## src/hdl/mchl_pkg.sv

```systemverilog
package mchl_pkg;

   localparam int DEPTH   = 16;
   localparam int IDX_W   = $clog2(DEPTH);
   localparam int CNT_W   = $clog2(DEPTH + 1);
   localparam int COLOR_W = 32;
   localparam int MODE_W  = 3;
   localparam int HS_W    = 5;

   localparam logic [HS_W-1:0] HS_RESET = HS_W'(16);

   typedef enum logic [MODE_W-1:0] {
      MODE_APPEND    = 3'd0,
      MODE_READ      = 3'd1,
      MODE_OVERWRITE = 3'd2,
      MODE_REMOVE    = 3'd3,
      MODE_CLEAR     = 3'd4
   } mode_type;

   typedef enum logic [3:0] {
      ST_IDLE,
      ST_SRCH_RD,
      ST_SRCH_CMP,
      ST_SHIFT_RD,
      ST_SHIFT_WR,
      ST_FRONT_WR,
      ST_ROW_RD,
      ST_ROW_CMP,
      ST_PULL_RD,
      ST_PULL_WR,
      ST_DONE
   } state_type;

   typedef struct packed {
      logic               we;
      logic [IDX_W-1:0]   waddr;
      logic [COLOR_W-1:0] wdata;
      logic [IDX_W-1:0]   raddr;
   } mem_req_type;

   typedef struct packed {
      logic [CNT_W-1:0]   entry_count;
      logic               changed;
      logic               valid_res;
      logic [COLOR_W-1:0] read_color;
   } rsp_type;

   function automatic logic [CNT_W-1:0] list_limit(input logic [HS_W-1:0] hs);
      logic [CNT_W-1:0] lim;
      if (hs == '0) begin
         lim = CNT_W'(1);
      end else if (32'(hs) > DEPTH) begin
         lim = CNT_W'(DEPTH);
      end else begin
         lim = CNT_W'(hs);
      end
      return lim;
   endfunction

endpackage

```

## src/hdl/mchl_store.sv

```systemverilog
module mchl_store
   import mchl_pkg::*;
(
   input  logic               clock,
   input  mem_req_type        mem_req,
   output logic [COLOR_W-1:0] rd_data
);

   logic [COLOR_W-1:0] mem [DEPTH];
   logic [COLOR_W-1:0] rd_data_ff;

   always_ff @(posedge clock) begin
      if (mem_req.we) begin
         mem[mem_req.waddr] <= mem_req.wdata;
      end
      rd_data_ff <= mem[mem_req.raddr];
   end

   assign rd_data = rd_data_ff;

endmodule

```

## src/hdl/mchl_ctrl.sv

```systemverilog
module mchl_ctrl
   import mchl_pkg::*;
(
   input  logic               clock,
   input  logic               reset,
   input  logic               req_fire,
   input  logic [MODE_W-1:0]  req_mode,
   input  logic [COLOR_W-1:0] req_color,
   input  logic [IDX_W-1:0]   req_row,
   input  logic [HS_W-1:0]    history_size,
   input  logic               rsp_free,
   input  logic [COLOR_W-1:0] rd_data,
   output logic               req_ready,
   output logic               rsp_load,
   output rsp_type            rsp,
   output mem_req_type        mem_req
);

   state_type          state_ff, state_in;
   logic [CNT_W-1:0]   count_ff, count_in;
   logic [IDX_W-1:0]   idx_ff, idx_in;
   logic [MODE_W-1:0]  mode_ff, mode_in;
   logic [COLOR_W-1:0] color_ff, color_in;
   logic [IDX_W-1:0]   row_ff, row_in;
   logic [COLOR_W-1:0] rd_ff, rd_in;
   logic               valid_ff, valid_in;
   logic               chg_ff, chg_in;

   logic               hit;
   logic [CNT_W-1:0]   idx_next;
   logic [CNT_W-1:0]   keep;

   assign hit      = (rd_data == color_ff);
   assign idx_next = {1'b0, idx_ff} + CNT_W'(1);

   always_ff @(posedge clock) begin
      if (reset) begin
         state_ff <= ST_IDLE;
         count_ff <= '0;
      end else begin
         state_ff <= state_in;
         count_ff <= count_in;
      end
   end

   always_ff @(posedge clock) begin
      idx_ff   <= idx_in;
      mode_ff  <= mode_in;
      color_ff <= color_in;
      row_ff   <= row_in;
      rd_ff    <= rd_in;
      valid_ff <= valid_in;
      chg_ff   <= chg_in;
   end

   always_comb begin
      state_in  = state_ff;
      count_in  = count_ff;
      idx_in    = idx_ff;
      mode_in   = mode_ff;
      color_in  = color_ff;
      row_in    = row_ff;
      rd_in     = rd_ff;
      valid_in  = valid_ff;
      chg_in    = chg_ff;
      req_ready = 1'b0;
      rsp_load  = 1'b0;
      keep      = count_ff;
      mem_req   = '{we: 1'b0, waddr: idx_ff, wdata: rd_data, raddr: idx_ff};

      unique case (state_ff)
         ST_IDLE: begin
            req_ready = 1'b1;
            if (req_fire) begin
               mode_in  = req_mode;
               color_in = req_color;
               row_in   = req_row;
               rd_in    = '0;
               valid_in = 1'b0;
               chg_in   = 1'b0;
               idx_in   = '0;
               state_in = ST_DONE;
               case (req_mode)
                  MODE_APPEND: begin
                     valid_in = 1'b1;
                     if (count_ff == '0) begin
                        chg_in   = 1'b1;
                        count_in = CNT_W'(1);
                        state_in = ST_FRONT_WR;
                     end else begin
                        state_in = ST_SRCH_RD;
                     end
                  end
                  MODE_READ, MODE_OVERWRITE: begin
                     if ({1'b0, req_row} < count_ff) begin
                        state_in = ST_ROW_RD;
                     end
                  end
                  MODE_REMOVE: begin
                     if ({1'b0, req_row} < count_ff) begin
                        valid_in = 1'b1;
                        chg_in   = 1'b1;
                        idx_in   = req_row;
                        state_in = ST_PULL_RD;
                     end
                  end
                  MODE_CLEAR: begin
                     valid_in = 1'b1;
                     chg_in   = (count_ff != '0);
                     count_in = '0;
                  end
                  default: begin
                  end
               endcase
            end
         end
         ST_SRCH_RD: begin
            state_in = ST_SRCH_CMP;
         end
         ST_SRCH_CMP: begin
            if (hit) begin
               if (idx_ff == '0) begin
                  state_in = ST_DONE;
               end else begin
                  chg_in   = 1'b1;
                  state_in = ST_SHIFT_RD;
               end
            end else if (idx_next == count_ff) begin
               // not present: drop the oldest when at the limit, then insert
               if (count_ff >= list_limit(history_size)) begin
                  keep = count_ff - CNT_W'(1);
               end
               chg_in   = 1'b1;
               count_in = keep + CNT_W'(1);
               idx_in   = keep[IDX_W-1:0];
               state_in = (keep == '0) ? ST_FRONT_WR : ST_SHIFT_RD;
            end else begin
               idx_in   = idx_next[IDX_W-1:0];
               state_in = ST_SRCH_RD;
            end
         end
         ST_SHIFT_RD: begin
            mem_req.raddr = idx_ff - IDX_W'(1);
            state_in      = ST_SHIFT_WR;
         end
         ST_SHIFT_WR: begin
            mem_req.we    = 1'b1;
            mem_req.waddr = idx_ff;
            mem_req.wdata = rd_data;
            idx_in        = idx_ff - IDX_W'(1);
            state_in      = (idx_ff == IDX_W'(1)) ? ST_FRONT_WR : ST_SHIFT_RD;
         end
         ST_FRONT_WR: begin
            mem_req.we    = 1'b1;
            mem_req.waddr = '0;
            mem_req.wdata = color_ff;
            state_in      = ST_DONE;
         end
         ST_ROW_RD: begin
            mem_req.raddr = row_ff;
            state_in      = ST_ROW_CMP;
         end
         ST_ROW_CMP: begin
            valid_in = 1'b1;
            if (mode_ff == MODE_READ) begin
               rd_in = rd_data;
            end else if (!hit) begin
               mem_req.we    = 1'b1;
               mem_req.waddr = row_ff;
               mem_req.wdata = color_ff;
               chg_in        = 1'b1;
            end
            state_in = ST_DONE;
         end
         ST_PULL_RD: begin
            mem_req.raddr = idx_next[IDX_W-1:0];
            if (idx_next >= count_ff) begin
               count_in = count_ff - CNT_W'(1);
               state_in = ST_DONE;
            end else begin
               state_in = ST_PULL_WR;
            end
         end
         ST_PULL_WR: begin
            mem_req.we    = 1'b1;
            mem_req.waddr = idx_ff;
            mem_req.wdata = rd_data;
            idx_in        = idx_next[IDX_W-1:0];
            state_in      = ST_PULL_RD;
         end
         ST_DONE: begin
            if (rsp_free) begin
               rsp_load = 1'b1;
               state_in = ST_IDLE;
            end
         end
         default: begin
            state_in = ST_IDLE;
         end
      endcase
   end

   assign rsp = '{entry_count: count_ff, changed: chg_ff, valid_res: valid_ff,
                  read_color: rd_ff};

endmodule

```

## src/hdl/mru_color_history_list_core.sv

```systemverilog
// Channel  Direction  Beat fields
// req_     in         tuser: mode; tdata: color, row
// rsp_     out        tdata: read_color, valid_res, changed, entry_count
// csr_     in         data: history_size
//
// One item at a time; req_tready is high only while the sequencer is idle.
// Append searches from the front, then shifts the entries ahead of the match or
// end down one row and writes the color to row 0; read/overwrite use one row, remove
// pulls later entries forward; clear zeroes the count. There is one comparator.
// Reset empties the list and sets history_size to 16. The result register frees
// the sequencer as soon as rsp_tready takes the previous beat.
module mru_color_history_list_core
   import mchl_pkg::*;
(
   input  logic        clock,
   input  logic        reset,
   input  logic        req_tvalid,
   output logic        req_tready,
   input  logic [2:0]  req_tuser,   // mode[2:0]
   input  logic [39:0] req_tdata,   // color[31:0], row[35:32], zero[39:36]
   output logic        rsp_tvalid,
   input  logic        rsp_tready,
   output logic [39:0] rsp_tdata,   // read_color[31:0], valid_res[32], changed[33],
                                    // entry_count[38:34], zero[39]
   input  logic        csr_valid,
   output logic        csr_ready,
   input  logic [4:0]  csr_data
);

   logic [HS_W-1:0]    hs_ff;
   logic               rsp_valid_ff;
   rsp_type            rsp_ff;
   rsp_type            rsp_new;
   logic               rsp_load;
   logic               rsp_free;
   mem_req_type        mem_req;
   logic [COLOR_W-1:0] rd_data;
   logic               req_ready_int;

   assign csr_ready = 1'b1;
   assign rsp_free  = !rsp_valid_ff || rsp_tready;

   always_ff @(posedge clock) begin
      if (reset) begin
         hs_ff        <= HS_RESET;
         rsp_valid_ff <= 1'b0;
      end else begin
         if (csr_valid) begin
            hs_ff <= csr_data;
         end
         if (rsp_load) begin
            rsp_valid_ff <= 1'b1;
         end else if (rsp_tready) begin
            rsp_valid_ff <= 1'b0;
         end
      end
   end

   always_ff @(posedge clock) begin
      if (rsp_load) begin
         rsp_ff <= rsp_new;
      end
   end

   mchl_ctrl u_ctrl (
      .clock        (clock),
      .reset        (reset),
      .req_fire     (req_tvalid && req_ready_int),
      .req_mode     (req_tuser),
      .req_color    (req_tdata[31:0]),
      .req_row      (req_tdata[35:32]),
      .history_size (hs_ff),
      .rsp_free     (rsp_free),
      .rd_data      (rd_data),
      .req_ready    (req_ready_int),
      .rsp_load     (rsp_load),
      .rsp          (rsp_new),
      .mem_req      (mem_req)
   );

   mchl_store u_store (
      .clock   (clock),
      .mem_req (mem_req),
      .rd_data (rd_data)
   );

   assign req_tready = req_ready_int;
   assign rsp_tvalid = rsp_valid_ff;
   assign rsp_tdata  = {1'b0, rsp_ff};

endmodule

```

## config.mk

```make
export PLATFORM = sky130hd
export DESIGN_NAME = mru_color_history_list_core
export DESIGN_NICKNAME = d
export VERILOG_FILES = /design/src/hdl/mchl_pkg.sv /design/src/hdl/mchl_store.sv /design/src/hdl/mchl_ctrl.sv /design/src/hdl/mru_color_history_list_core.sv
export SDC_FILE = /design/constraint.sdc
export NUM_CORES = 1
export LEC_CHECK = 0
export BUFFER_PORTS_ARGS = -buffer_cell sky130_fd_sc_hd__buf_4
export CORE_ASPECT_RATIO = 0.5
export CORE_MARGIN = 3
export CORE_UTILIZATION = 64
export CTS_BUF_LIST = sky130_fd_sc_hd__clkbuf_4
export CTS_CLUSTER_DIAMETER = 150
export DETAILED_ROUTE_END_ITERATION = 6
export GPL_TIMING_DRIVEN = 0
export PLACE_DENSITY = 0.79
export SLEW_MARGIN = 30
export SYNTH_ARGS = -nofsm -noshare
export SYNTH_HDL_FRONTEND = slang
export SYNTH_SLANG_ARGS = --single-unit
```

## constraint.sdc

```tcl
create_clock -name clock -period 5.4 [get_ports clock]
set_clock_uncertainty 0.05 [all_clocks]
set_input_delay 1.62 -clock clock [delete_from_list [all_inputs] [get_ports clock]]
set_output_delay 1.62 -clock clock [all_outputs]
set_load 0.01 [all_outputs]
```

==> reports/metrics.csv <==
metric,value,unit
status,finished clean,
cap_violations,0,
slew_viol_final,0,
syn_area,0.0283,mm2
r2r_slack,0.36,ns
r2r-end,u_store.mem[10][24]$_DFFE_PP_,
synthToLayoutAreaGrowth,15.5,%
met1_length,29300,um
rows,53,
fin_util,0.763,
grt_pass1_wl,105000,um
path_cells,xor2_1 -> nor4_1 -> and4_1 -> a21oi_1 -> o311ai_1 -> nand3_1 -> nor2_4 -> buf_16 -> buf_16,
r2r-start,u_ctrl.color_ff[17]$_DFFE_PP_,
tightest_slew,1.08,ns
num_vias,16600,
synth_ff_type,edfxtp_1,
vdd_drop_max,0.000468,V
cts_sinks,675,
comb_power_share,0.478,
synthCells,1688,
yosysSeqAreaShare,0.699,
p_per_area,657,mW/mm2
p_clk_frac,0.188,
synthArstFlopShare,0,
h-tree-depth,4,
cp_slowest_cell,nor4_1,
n_fill_cell,2530,
avgSynthCellArea,16.8,um2
path_delay_family,simple AND/OR/NAND/NOR gates,
fmax,199,MHz
synth_compound_area_frac,0.0311,
root_buffer,clkbuf_4,
cp_num_cells,9,
synth-adder-area-share,0.00928,
wl_per_cell,27.3,um
clkTransAtPathRegs,0.08,ns
clkLatencyLatePin,0.90,ns
synth.area.mux_share,0.185,
synthesis.nets,1762,
crit_top_cell,buf_16,
start_util,0.661,
cts.repair.resized,0,
vias_per_cell,6.28,
yosys.area_share.simple,0.0349,
synth_edf_count,628,
sw_frac_of_total,0.388,
cts_setup_buffers,0,
worst_ep_arrival_time,5.52,ns
post-dp-hpwl,47400,um
setup_slack,0.365,ns
ioPinCount,96,
io_buffers,88,
grt.overflow.total,0,
hp-class,register to register,
power_switching,8330,uW
p_int,13100,uW
synth_top_family_by_area,multiplexers,
fin_crit,5.04,ns
met3_length,7340,um
place_congestion,0.905,
drc,0,
ys_types,68,
setup_viol,0,
cp-startpoint,u_ctrl.color_ff[17]$_DFFE_PP_,
grt_pass1_vias,16800,
cts_hold_buf,0,
topRoutingLayerUsed,met4,
die_y,155,um
finalHoldViolCount,0,
wl_met2,33700,um
clockBufferDepth,3,
fin_crit_sh,0.932,
cp.required,5.89,ns
crit_fanout,12,
dp_slack,0.566,ns
ant_nets,0,
cts_tree,built,
drive_gt1_frac,0.235,
core,0.0428,mm2
grt_max_degree,23,
yosys_warnings,0,
rsz0062_at_grt,no,
routed_wl,72400,um
crit_type,register to register,
cp-endpoint,u_store.mem[10][24]$_DFFE_PP_,
die-area,0.0470,mm2
reg2reg_depth,9,
path_buf_inv,2,
drt_iter0_drc,1966,
antenna_found_initial,1,
power_leakage,0.0122,uW
synth_xor_area_frac,0.0121,
die_w,303,um
nNetsFinal,2032,
critPathLaunchType,register,
pwr-share-seq,0.334,
ys_ff_latch,675,
cts_buffers,145,
endpoint_kind,register,
slew_headroom,0.279,
grt_use_total,0.311,
worst_path_largest_cell_delay,0.89,ns
drtPass1Iterations,5,
==> how the worst min path moves through the flow <==
| stage | end | from | cells past startpoint | slack [ns] |
|---|---|---|---|---|
| final | rsp_tdata[16]$_DFFE_PP_ | u_ctrl.rd_ff[16]$_SDFFCE_PN0P_ | 0 | 0.36 |
| after global routing | rsp_tdata[16]$_DFFE_PP_ | u_ctrl.rd_ff[16]$_SDFFCE_PN0P_ | 0 | 0.35 |
| after CTS | rsp_tdata[16]$_DFFE_PP_ | u_ctrl.rd_ff[16]$_SDFFCE_PN0P_ | 0 | 0.34 |
| after detailed placement | rsp_tdata[14]$_DFFE_PP_ | u_ctrl.rd_ff[14]$_SDFFCE_PN0P_ | 0 | 0.35 |
| after global placement | rsp_tdata[13]$_DFFE_PP_ | u_ctrl.rd_ff[13]$_SDFFCE_PN0P_ | 0 | 0.35 |
| after floorplan | rsp_tdata[0]$_DFFE_PP_ | u_ctrl.rd_ff[0]$_SDFFCE_PN0P_ | 0 | 0.35 |
==> power by group through the flow <==
| stage | clock network, uW | logic, uW | registers [uW] |
|---|---|---|---|
| floorplan | 0 | 7170 | 7170 |
| global placement | 0 | 9620 | 7280 |
| detailed placement | 0 | 10100 | 7260 |
| CTS | 4090 | 10100 | 7160 |
| global route | 4370 | 10800 | 7200 |
| finish | 4040 | 10300 | 7170 |
==> worst register-to-register path: stages (launching register included) <==
cell	delay, ns
edfxtp_1	0.41
xor2_1	0.23
nor4_1	0.89
and4_1	0.41
a21oi_1	0.24
o311ai_1	0.83
nand3_1	0.60
nor2_4	0.60
buf_16	0.24
buf_16	0.20
==> area by class of cell <==
type                    instances  area, um2  share of cell area
flip-flops and latches        675      19800               0.605
multi-input cells             901       7900               0.241
clock buffers                 235       1760              0.0540
repair buffers                123       1550              0.0474
well taps                     577        722              0.0221
plain buffers                  85        694              0.0212
clock inverters                23        170             0.00520
inverters                      27        101             0.00310
diodes                          1       2.50           0.0000765
==> sequential cells by signal, indices dropped and copies added, names as in the netlist, 5 cells and up <==
register,flops
hs_ff,5
rsp_tdata,39
u_ctrl.color_ff,32
u_ctrl.count_ff,5
u_ctrl.rd_ff,32
u_store.mem,512
u_store.rd_data,32
==> stage by stage <==
| stage | hold WS (ns) | TNS (ns) | total power, uW | instance area [um2] | std cells |
|---|---|---|---|---|---|
| after detailed placement | 0.355 | 0 | 17300 | 30800 | 2388 |
| final | 0.358 | 0 | 21500 | 32700 | 2647 |
| after CTS | 0.337 | 0 | 21400 | 32700 | 2646 |
| after global routing | 0.351 | 0 | 22300 | 32700 | 2647 |
| after global placement | 0.352 | -649.60 | 16900 | 29700 | 2353 |
| after floorplan | 0.350 | 0 | 14300 | 28300 | 1688 |
==> logic make-up after synthesis <==
group | count (synthesis)
other | 2
AO/OA/AOI/OAI | 130
AND/OR/NAND/NOR | 189
multiplexers | 520
buffers and inverters | 112
adder cells (fa/ha/maj) | 21
XOR/XNOR | 39
flip-flops | 675
==> layout by cell type, fill, tap and decap left out, types with 4 or more instances in the layout <==
| master | count |
|---|---|
| a21o_1 | 6 |
| clkinv_1 | 13 |
| nand2_1 | 36 |
| o21ai_0 | 28 |
| mux2_2 | 32 |
| buf_4 | 92 |
| nand2b_1 | 5 |
| nand3_1 | 12 |
| dfxtp_1 | 47 |
| or3_1 | 4 |
| clkbuf_1 | 27 |
| o211ai_1 | 8 |
| clkbuf_4 | 236 |
| inv_1 | 25 |
| mux2i_1 | 488 |
| buf_6 | 16 |
| nor4_1 | 9 |
| and3_1 | 39 |
| buf_8 | 7 |
| a211oi_1 | 5 |
| nor3_1 | 7 |
| nor2_4 | 15 |
| ha_1 | 21 |
| a31oi_1 | 9 |
| xnor2_1 | 5 |
| buf_2 | 23 |
| a21oi_1 | 25 |
| and2_1 | 6 |
| buf_16 | 29 |
| o22ai_1 | 6 |
| xor2_1 | 34 |
| buf_12 | 12 |
| nor2_1 | 34 |
| edfxtp_1 | 628 |
==> Yosys cell counts, types with 5 or more instances <==
| library cell | instances | area, um2 |
|---|---|---|
| mux2i_1 | 488 | 4880 |
| nor2_1 | 49 | 184 |
| nand2_1 | 36 | 135 |
| xor2_1 | 34 | 298 |
| nor3_1 | 7 | 35.0 |
| xnor2_1 | 5 | 43.8 |
| ha_1 | 21 | 263 |
| nand2b_1 | 5 | 31.3 |
| nand3_1 | 12 | 60.1 |
| and3_1 | 39 | 244 |
| dfxtp_1 | 47 | 941 |
| o311ai_0 | 5 | 43.8 |
| and2_1 | 6 | 37.5 |
| buf_12 | 12 | 240 |
| o211ai_1 | 8 | 60.1 |
| a21o_1 | 6 | 45.0 |
| a21oi_1 | 27 | 135 |
| clkbuf_1 | 28 | 105 |
| o21ai_0 | 29 | 145 |
| edfxtp_1 | 628 | 18900 |
| a211oi_1 | 5 | 37.5 |
| a31oi_1 | 9 | 56.3 |
| nor4_1 | 9 | 56.3 |
| buf_6 | 16 | 180 |
| mux2_2 | 32 | 360 |
| buf_2 | 23 | 115 |
| o22ai_1 | 6 | 37.5 |
| inv_1 | 26 | 97.6 |
==> metal layers <==
metal	GRT usage	vias up
met5	0	-
met4	0.102	0
met3	0.0849	175
met2	0.490	947
met1	0.425	8280
li1	-	7233
Power figures use the tool's default switching activity.
